--- src/pdsr_pkg.sv ---
// Shared types and constants for the PWM duty controller with soft-start ramp.
// Used by pdsr_div and pwm_duty_soft_start_ramp; depends on nothing else.
package pdsr_pkg;

  localparam int unsigned DUTY_W     = 7;
  localparam int unsigned SPEED_W    = 8;
  localparam int unsigned MS_W       = 16;
  localparam int unsigned CMP_W      = 17;
  localparam int unsigned CFG_IDX_W  = 3;
  localparam int unsigned CFG_DATA_W = 16;
  localparam int unsigned OUT_DATA_W = 32;

  localparam logic [DUTY_W-1:0] PCT_FULL = 7'd100;

  // Division by one hundred as floor(x * CMP_RECIP / 2**CMP_SHIFT). The result is
  // exact for every x below 2**23, which covers duty * (reload + 1).
  localparam int unsigned        RECIP_W   = 24;
  localparam int unsigned        CMP_SHIFT = 30;
  localparam logic [RECIP_W-1:0] CMP_RECIP = 24'd10737419;

  typedef enum logic [1:0] {
    ACT_SET_SPEED  = 2'd0,
    ACT_STOP       = 2'd1,
    ACT_SOFT_START = 2'd2,
    ACT_TICK       = 2'd3
  } action_e;

  typedef enum logic [1:0] {
    ST_OK        = 2'd0,
    ST_INVALID   = 2'd1,
    ST_NOT_READY = 2'd2
  } status_e;

  localparam logic [CFG_IDX_W-1:0] REG_MOTOR_ENABLED = 3'd0;
  localparam logic [CFG_IDX_W-1:0] REG_MAX_DUTY      = 3'd1;
  localparam logic [CFG_IDX_W-1:0] REG_DEADBAND      = 3'd2;
  localparam logic [CFG_IDX_W-1:0] REG_RAMP_TOTAL    = 3'd3;
  localparam logic [CFG_IDX_W-1:0] REG_PERIOD_RELOAD = 3'd4;

  // Status of the divider as seen by the sequencer.
  typedef struct packed {
    logic busy;
    logic done;
  } div_stat_t;

endpackage

--- src/pdsr_div.sv ---
// Radix-2 restoring divider, one quotient bit per cycle.
// Depends on pdsr_pkg for the status struct.
module pdsr_div #(
  parameter int unsigned DIVIDEND_W = 24,
  parameter int unsigned DIVISOR_W  = 7
) (
  input  logic                   clk_i,
  input  logic                   rst_ni,
  input  logic                   start_i,
  input  logic [DIVIDEND_W-1:0]  dividend_i,
  input  logic [DIVISOR_W-1:0]   divisor_i,
  output pdsr_pkg::div_stat_t    stat_o,
  output logic [DIVIDEND_W-1:0]  quotient_o
);
  import pdsr_pkg::*;

  localparam int unsigned CNT_W = $clog2(DIVIDEND_W + 1);

  logic                  busy_q, done_q;
  logic [CNT_W-1:0]      cnt_q;
  logic [DIVISOR_W-1:0]  rem_q, rem_d, div_q;
  logic [DIVIDEND_W-1:0] quo_q, quo_d;
  logic [DIVISOR_W:0]    rem_sh, rem_diff;
  logic                  ge;

  always_comb begin
    rem_sh   = {rem_q, quo_q[DIVIDEND_W-1]};
    rem_diff = rem_sh - {1'b0, div_q};
    ge       = (rem_sh >= {1'b0, div_q});
    rem_d    = ge ? rem_diff[DIVISOR_W-1:0] : rem_sh[DIVISOR_W-1:0];
    quo_d    = {quo_q[DIVIDEND_W-2:0], ge};
  end

  always_ff @(posedge clk_i or negedge rst_ni) begin
    if (!rst_ni) begin
      busy_q <= 1'b0;
      done_q <= 1'b0;
      cnt_q  <= '0;
    end else if (start_i) begin
      busy_q <= 1'b1;
      done_q <= 1'b0;
      cnt_q  <= CNT_W'(DIVIDEND_W);
    end else if (busy_q) begin
      cnt_q <= cnt_q - CNT_W'(1);
      if (cnt_q == CNT_W'(1)) begin
        busy_q <= 1'b0;
        done_q <= 1'b1;
      end
    end else begin
      done_q <= 1'b0;
    end
  end

  always_ff @(posedge clk_i) begin
    if (start_i) begin
      rem_q <= '0;
      quo_q <= dividend_i;
      div_q <= divisor_i;
    end else if (busy_q) begin
      rem_q <= rem_d;
      quo_q <= quo_d;
    end
  end

  assign stat_o.busy = busy_q;
  assign stat_o.done = done_q;
  assign quotient_o  = quo_q;

endmodule

--- src/pwm_duty_soft_start_ramp.sv ---
// Top level of the motor PWM duty controller with soft-start ramp.
// Depends on pdsr_pkg and on the divider pdsr_div.
//
//   Channel   Direction  Signals                      Contents
//   s_axis    in         tvalid tready tdata tuser    one command or 1 ms tick
//   m_axis    out        tvalid tready tdata          status, duty, compare, ramp flag
//   cfg       in         cfg_we_i cfg_idx_i cfg_data_i register write, no read-back
//
// Every item produces exactly one result item. A set speed, stop, tick or a soft
// start that needs no ramp then runs these steps in order: one forms
// duty * (reload + 1), one divides that by one hundred with a reciprocal multiply,
// and one loads the result. A soft start that begins a ramp first runs the
// one-bit-per-cycle divider for the step delay. s_axis_tready is high only
// while the sequencer is idle, so a new item is taken only once the last result
// is loaded. A finished result waits in the output register while the next item
// is accepted; a stall there holds the final load and so also new items. Reset
// is asynchronous and restores configuration, control state and output valid;
// the datapath and output data registers are not reset. No clearing pass is needed.
module pwm_duty_soft_start_ramp #(
  parameter int unsigned RELOAD_WIDTH = 16
) (
  input  logic                                 clk_i,
  input  logic                                 rst_ni,
  // Input stream.
  input  logic                                 s_axis_tvalid,
  output logic                                 s_axis_tready,
  input  logic [7:0]                           s_axis_tdata,  // [7:0] speed request
  input  logic [1:0]                           s_axis_tuser,  // [1:0] action
  // Result stream.
  output logic                                 m_axis_tvalid,
  input  logic                                 m_axis_tready,
  // [1:0] status, [8:2] duty, [25:9] compare, [26] ramp_active, rest zero
  output logic [pdsr_pkg::OUT_DATA_W-1:0]      m_axis_tdata,
  // Configuration write port.
  input  logic                                 cfg_we_i,
  input  logic [pdsr_pkg::CFG_IDX_W-1:0]       cfg_idx_i,
  input  logic [pdsr_pkg::CFG_DATA_W-1:0]      cfg_data_i
);
  import pdsr_pkg::*;

  // The reload register keeps only the low RELOAD_WIDTH bits (at most 16) of the write data.
  localparam int unsigned EW   = (RELOAD_WIDTH < 16) ? RELOAD_WIDTH : 16;
  localparam int unsigned PW   = EW + 1;              // period = reload + 1
  localparam int unsigned DW   = PW + DUTY_W;         // duty * period
  localparam int unsigned RP_W = CMP_SHIFT + CMP_W;   // reciprocal product

  typedef enum logic [4:0] {
    S_IDLE = 5'b00001,
    S_STEP = 5'b00010,
    S_MUL  = 5'b00100,
    S_CMP  = 5'b01000,
    S_DONE = 5'b10000
  } state_e;

  state_e state_q, state_d;

  // Configuration registers.
  logic              enabled_q;
  logic [DUTY_W-1:0] max_duty_q, deadband_q;
  logic [MS_W-1:0]   ramp_total_q;
  logic [EW-1:0]     reload_q;

  // Controller state.
  logic [DUTY_W-1:0] duty_q, duty_d;
  logic [DUTY_W-1:0] target_q, target_d;
  logic [MS_W-1:0]   step_delay_q, step_delay_d;
  logic [MS_W-1:0]   tick_q, tick_d;
  logic              ramp_on_q, ramp_on_d;
  logic [1:0]        status_q, status_d;

  // Output register.
  logic                  m_valid_q;
  logic [OUT_DATA_W-1:0] m_data_q;

  // Datapath.
  action_e           action;
  logic [SPEED_W-1:0] speed;
  logic [DUTY_W-1:0] limit, steps, duty_inc;
  logic [MS_W-1:0]   tick_inc;
  logic              accept, start_ramp, out_free;
  logic [PW-1:0]     period;
  logic [DW-1:0]     product, prod_q;
  logic [RP_W-1:0]   recip_prod;
  logic [CMP_W-1:0]  cmp_q;
  logic [MS_W-1:0]   div_dividend, div_quot;
  logic [DUTY_W-1:0] div_divisor;
  logic              div_start;
  div_stat_t         div_stat;
  logic [MS_W-1:0]   step_quot;

  assign action   = action_e'(s_axis_tuser);
  assign speed    = s_axis_tdata;
  assign accept   = s_axis_tvalid && s_axis_tready;
  assign out_free = !m_valid_q || m_axis_tready;

  assign limit    = (max_duty_q > PCT_FULL) ? PCT_FULL : max_duty_q;
  assign steps    = speed[DUTY_W-1:0] - duty_q;
  assign duty_inc = duty_q + DUTY_W'(1);
  assign tick_inc = tick_q + MS_W'(1);

  assign period  = {1'b0, reload_q} + PW'(1);
  assign product = DW'(duty_q) * DW'(period);

  // The registered product is divided by one hundred in the following cycle.
  assign recip_prod = RP_W'(prod_q) * RP_W'(CMP_RECIP);

  // Command decode. Any command other than a tick cancels a running ramp.
  always_comb begin
    duty_d     = duty_q;
    target_d   = target_q;
    tick_d     = tick_q;
    ramp_on_d  = ramp_on_q;
    status_d   = status_q;
    start_ramp = 1'b0;
    if (accept) begin
      status_d = ST_OK;
      if (action != ACT_TICK) begin
        ramp_on_d = 1'b0;
      end
      case (action)
        ACT_SET_SPEED: begin
          if (!enabled_q) begin
            status_d = ST_NOT_READY;
          end else if (speed > {1'b0, limit}) begin
            status_d = ST_INVALID;
          end else if (speed < {1'b0, deadband_q}) begin
            duty_d = '0;
          end else begin
            duty_d = speed[DUTY_W-1:0];
          end
        end
        ACT_STOP: begin
          duty_d = '0;
        end
        ACT_SOFT_START: begin
          if (!enabled_q) begin
            status_d = ST_NOT_READY;
          end else if (speed > {1'b0, limit}) begin
            status_d = ST_INVALID;
          end else if ({1'b0, duty_q} >= speed) begin
            duty_d = speed[DUTY_W-1:0];
          end else begin
            // First step is taken at once; the step delay comes from the divider.
            start_ramp = 1'b1;
            target_d   = speed[DUTY_W-1:0];
            tick_d     = '0;
            duty_d     = duty_inc;
            ramp_on_d  = (duty_inc < speed[DUTY_W-1:0]);
          end
        end
        ACT_TICK: begin
          if (ramp_on_q) begin
            if (tick_inc >= step_delay_q) begin
              tick_d = '0;
              if (duty_q < target_q) begin
                duty_d = duty_inc;
                ramp_on_d = (duty_inc < target_q);
              end else begin
                ramp_on_d = 1'b0;
              end
            end else begin
              tick_d = tick_inc;
            end
          end
        end
        default: begin
          duty_d = duty_q;
        end
      endcase
    end
  end

  // The divider forms the step delay when a ramp starts.
  assign div_start    = start_ramp;
  assign div_dividend = ramp_total_q;
  assign div_divisor  = steps;
  assign step_quot    = div_quot;

  always_comb begin
    step_delay_d = step_delay_q;
    if ((state_q == S_STEP) && div_stat.done) begin
      step_delay_d = (step_quot == '0) ? MS_W'(1) : step_quot;
    end
  end

  always_comb begin
    state_d = state_q;
    case (state_q)
      S_IDLE: begin
        if (accept) begin
          state_d = start_ramp ? S_STEP : S_MUL;
        end
      end
      S_STEP: begin
        if (div_stat.done) begin
          state_d = S_MUL;
        end
      end
      S_MUL: begin
        state_d = S_CMP;
      end
      S_CMP: begin
        state_d = S_DONE;
      end
      S_DONE: begin
        if (out_free) begin
          state_d = S_IDLE;
        end
      end
      default: begin
        state_d = S_IDLE;
      end
    endcase
  end

  assign s_axis_tready = (state_q == S_IDLE);

  pdsr_div #(
    .DIVIDEND_W (MS_W),
    .DIVISOR_W  (DUTY_W)
  ) u_div (
    .clk_i      (clk_i),
    .rst_ni     (rst_ni),
    .start_i    (div_start),
    .dividend_i (div_dividend),
    .divisor_i  (div_divisor),
    .stat_o     (div_stat),
    .quotient_o (div_quot)
  );

  // Configuration writes; indexes past the register list are ignored.
  always_ff @(posedge clk_i or negedge rst_ni) begin
    if (!rst_ni) begin
      enabled_q    <= 1'b0;
      max_duty_q   <= PCT_FULL;
      deadband_q   <= '0;
      ramp_total_q <= MS_W'(500);
      reload_q     <= EW'(999);
    end else if (cfg_we_i) begin
      case (cfg_idx_i)
        REG_MOTOR_ENABLED: enabled_q    <= cfg_data_i[0];
        REG_MAX_DUTY:      max_duty_q   <= cfg_data_i[DUTY_W-1:0];
        REG_DEADBAND:      deadband_q   <= cfg_data_i[DUTY_W-1:0];
        REG_RAMP_TOTAL:    ramp_total_q <= cfg_data_i[MS_W-1:0];
        REG_PERIOD_RELOAD: reload_q     <= cfg_data_i[EW-1:0];
        default: begin
          enabled_q <= enabled_q;
        end
      endcase
    end
  end

  always_ff @(posedge clk_i or negedge rst_ni) begin
    if (!rst_ni) begin
      state_q      <= S_IDLE;
      duty_q       <= '0;
      target_q     <= '0;
      step_delay_q <= MS_W'(1);
      tick_q       <= '0;
      ramp_on_q    <= 1'b0;
      status_q     <= ST_OK;
      m_valid_q    <= 1'b0;
    end else begin
      state_q      <= state_d;
      duty_q       <= duty_d;
      target_q     <= target_d;
      step_delay_q <= step_delay_d;
      tick_q       <= tick_d;
      ramp_on_q    <= ramp_on_d;
      status_q     <= status_d;
      if ((state_q == S_DONE) && out_free) begin
        m_valid_q <= 1'b1;
      end else if (m_axis_tready) begin
        m_valid_q <= 1'b0;
      end
    end
  end

  always_ff @(posedge clk_i) begin
    if (state_q == S_MUL) begin
      prod_q <= product;
    end
    if (state_q == S_CMP) begin
      cmp_q <= recip_prod[RP_W-1:CMP_SHIFT];
    end
    if ((state_q == S_DONE) && out_free) begin
      m_data_q <= {{(OUT_DATA_W - 2 - DUTY_W - CMP_W - 1){1'b0}},
                   ramp_on_q, cmp_q, duty_q, status_q};
    end
  end

  assign m_axis_tvalid = m_valid_q;
  assign m_axis_tdata  = m_data_q;

  // The applied duty never passes full scale.
  assert property (@(posedge clk_i) disable iff (!rst_ni) duty_q <= PCT_FULL)
    else $error("duty above full scale");

  // A running ramp always has room left to its target.
  assert property (@(posedge clk_i) disable iff (!rst_ni) ramp_on_q |-> (duty_q < target_q))
    else $error("ramp active at or past its target");

  // The step delay is held at one tick or more.
  assert property (@(posedge clk_i) disable iff (!rst_ni) step_delay_q != '0)
    else $error("zero step delay");

  // The divider is never restarted while it is still working.
  assert property (@(posedge clk_i) disable iff (!rst_ni) div_start |-> !div_stat.busy)
    else $error("divider restarted while busy");

  // Once the step delay is ready the compare path runs next.
  assert property (@(posedge clk_i) disable iff (!rst_ni)
                   (state_q == S_STEP) && div_stat.done |=> (state_q == S_MUL))
    else $error("step division finished without entering the multiply state");

endmodule
--- config.mk ---
export PLATFORM = sky130hd
export DESIGN_NAME = pwm_duty_soft_start_ramp
export DESIGN_NICKNAME = d
export VERILOG_FILES = /design/src/pdsr_pkg.sv /design/src/pdsr_div.sv /design/src/pwm_duty_soft_start_ramp.sv
export SDC_FILE = /design/constraint.sdc
export NUM_CORES = 1
export LEC_CHECK = 0
export CORE_ASPECT_RATIO = 1.4
export CORE_MARGIN = 5
export CORE_UTILIZATION = 60
export DETAILED_ROUTE_END_ITERATION = 12
export DONT_BUFFER_PORTS = 1
export PLACE_DENSITY = 0.83
export SYNTH_ARGS = -nofsm -noshare
export SYNTH_HDL_FRONTEND = slang
export SYNTH_SLANG_ARGS = --single-unit
--- constraint.sdc ---
create_clock -name clk_i -period 9.2 [get_ports clk_i]
set_input_delay 1.84 -clock clk_i [delete_from_list [all_inputs] [get_ports clk_i]]
set_output_delay 1.84 -clock clk_i [all_outputs]
set_load 0.02 [all_outputs]
==> out/results.ini <==
[logic_synthesis]
synth_top_family_by_area = adder cells
synthFlopType = edfxtp_1
synth_mux_area_share_pct = 3.60
synth.distinct_cells = 73
synthTopCellsByArea = fa_1, ha_1, edfxtp_1
synthSimpleGateAreaFrac_pct = 8.49
yosysMostFrequentCell = inv_1
synth-compound-area-share_pct = 7.17
synthXorXnorAreaFrac_pct = 3.06
yosysTopAreaCell = fa_1
yosysSeqAreaShare_pct = 23.4
synth_cells = 2310
synth_common_cells = inv_1, ha_1, fa_1
syn_area_mm2 = 0.0241
yosysTopAreaCellShare_pct = 25.0
synth.ff_latch_count = 207
synth.avg_cell_area_um2 = 10.4
async_flop_share_pct = 52.7
synth-edff-count = 91
yosysWarnings = 0
synthAdderAreaFrac_pct = 45.2

[timing]
tns_ns = 0
max_freq_mhz = 138
period_needed_ns = 7.27
period_share_pct = 79.0
rsz0062_at_grt = no
drv_slew = 0
hold_viol = 0
worst_pin_slew_ns = 1.27
relSlewSlack_pct = 14.6
hold_ws_ns = 0.416
finalSetupViolations = 0
finClkSkew_ns = 0.0216

[detailed_routing]
dr.pass1.iters = 5
wl_per_cell_um = 19.9
vias = 16300
avgViaCountPerCell = 5.72
ant_nets = 0
drc_errors = 0
drtIter0Drc = 768
wirelength_mm = 56.9

[cts]
clkSinkCount = 207
cts_tree = done
h-tree-depth = 1
cts_root_buf = clkbuf_16
clk_pin_slew_worst_paths_ns = 0.07
cts_hold_buf = 0
clkLatencyLatePin_ns = 0.55
cts_resized = 0
post-cts-setup-buffer-count = 0
clockBufferDepth = 3
cts_made_buffers = 23

[worst_hold_path]
hold_class = flip-flop to flip-flop

[die]
die_area_mm2 = 0.0443
dieHeight_um = 247
io_pins = 68
start_util_pct = 60.9
core-area_mm2 = 0.0395
num_rows = 86
die_w_um = 179

[flow_run]
cap_violations = 0

[global_route]
grt_usage_pct = 26.9
antenna_found_initial = 0
grt_pass1_vias = 18000
grt_max_degree = 110
overflow = 0
grt_pass1_wl_mm = 93.4

[setup_path]
crit_path_max_fanout = 11
critPathArrivalTime_ns = 7.58
path_class = flip-flop to flip-flop
slowest_stage = edfxtp_1
cp_cell_sequence = inv_1 -> fa_1 -> inv_1 -> ha_1 -> fa_1 -> inv_1 -> fa_1 -> inv_1 -> fa_1 -> fa_1 -> inv_1 -> fa_1 -> inv_1 -> ha_1 -> nand2_1 -> nor3_1 -> nand4_1 -> a21oi_1 -> o2111ai_1 -> a211oi_1 -> nor2_1 -> o311ai_0
slowest_delay_ns = 0.72
required_ns = 9.52
critPathCaptureType = flip-flop
start_kind = flip-flop

[finish]
synthToLayoutAreaGrowth_pct = 5.69
final_net_count = 3032
fillCellCount = 3087
n_antenna_cell = 0
drive_gt1_share_pct = 6.36

[placed_design]
dp_hpwl_mm = 48.0
port_buffers = 0
place.gp.congestion = 0.962

[status]
status = finished, final reports clean

[path summary, 6_finish.rpt]
| kind | to | slack, ns | cells past startpoint | start |
|---|---|---|---|---|
| min reg2reg | m_axis_tdata[23]$_DFFE_PP_ | 0.42 | 0 | cmp_q[14]$_DFFE_PP_ |
| max reg2reg | cmp_q[9]$_DFFE_PP_ | 1.93 | 22 | prod_q[5]$_DFFE_PN_ |
| min | m_axis_tdata[23]$_DFFE_PP_ | 0.42 | 0 | cmp_q[14]$_DFFE_PP_ |
| min in group asynchronous | div_dividend[14]$_DFFE_PN0P_ | 0.98 | 0 | rst_ni |
| max | cmp_q[9]$_DFFE_PP_ | 1.93 | 22 | prod_q[5]$_DFFE_PN_ |
| max in group asynchronous | state_q[0]$_DFFE_PN1P_ | 7.98 | 0 | rst_ni |
[cell families (layout without fill, tap and decap cells)]
group,count (synthesis),after routing
buffers and inverters,573,585
flip-flops,207,207
AO/OA/AOI/OAI,255,255
XOR/XNOR,84,84
multiplexers,78,78
AND/OR/NAND/NOR,423,423
other,1,5
adder cells (fa/ha/maj),689,689
[worst max-delay path, delay by kind of cell, from the launching register on]
| family | cells | cell delay (ns) |
|---|---|---|
| DFF | 1 | 0.72 |
| adders and majority gates | 8 | 3.64 |
| AOI/OAI and AO/OA | 4 | 1.57 |
| buffers and inverters | 6 | 0.46 |
| and+or+nand+nor | 4 | 0.61 |
[per-stage QoR]
stage,std cells,setup slack (ns),util (%),area (um^2)
6_report,2854,1.93,64.4,25400
5_1_grt,2854,1.62,64.4,25400
4_1_cts,2854,2.05,64.4,25400
3_5_place_dp,2812,2.08,62.4,24600
3_3_place_gp,2812,2.22,62.4,24600
2_1_floorplan,2314,2.81,-,24100
[layout by cell type (no fill, tap or decap), types with 5 or more instances in the layout]
| cell | n |
|---|---|
| nand3_1 | 29 |
| and3_1 | 17 |
| xnor2_1 | 53 |
| nand2_1 | 122 |
| conb_1 | 5 |
| mux2i_1 | 10 |
| a21boi_0 | 6 |
| o21bai_1 | 7 |
| nor3b_1 | 7 |
| o21ai_0 | 57 |
| o211ai_1 | 6 |
| o21a_1 | 6 |
| nor4_1 | 7 |
| o31ai_1 | 6 |
| buf_4 | 6 |
| xor2_1 | 31 |
| a21oi_1 | 52 |
| nor2b_1 | 22 |
| dfstp_2 | 19 |
| inv_1 | 535 |
| a31oi_1 | 5 |
| a22o_1 | 16 |
| nor3_1 | 21 |
| nor2_1 | 115 |
| mux2_2 | 68 |
| a211oi_1 | 15 |
| a21o_1 | 35 |
| ha_1 | 389 |
| a22oi_1 | 5 |
| nand4_1 | 5 |
| nand2b_1 | 24 |
| and2_1 | 23 |
| dfrtp_1 | 90 |
| fa_1 | 300 |
| edfxtp_1 | 91 |
| dfxtp_1 | 7 |
| clkbuf_16 | 24 |
[flip-flops by register name, indices dropped and copies added (netlist names), 2 cells and up]
signal / cells
tick_q: 16
target_q: 7
duty_q: 7
prod_q: 24
div_dividend: 16
max_duty_q: 7
m_axis_tdata: 27
cmp_q: 17
u_div.cnt_q: 5
u_div.rem_q: 7
status_q: 2
step_delay_q: 16
u_div.div_q: 7
state_q: 5
deadband_q: 7
u_div.quotient_o: 16
reload_q: 16
[final cells by class]
class	instances	area, um^2	area share [%]
tap	528	661	2.60
multi-input combinational	1534	16300	64.0
clock inverter	12	150	0.590
clock buffer	30	653	2.57
inverter	537	2020	7.93
timing repair buffer	6	45.0	0.177
sequential	207	5620	22.1
[metal layers]
layer / up-vias / wire, um / global-route usage (%)
met1: 8217 / 20500 / 30.2
li1: 7479 / - / -
met2: 440 / 30700 / 49.7
met5: - / 0 / 0
met3: 179 / 2390 / 3.64
met4: 0 / 3360 / 13.0
Power is not shown: default switching activity piles up to over one toggle a cycle in this logic, so the estimate is an artifact.
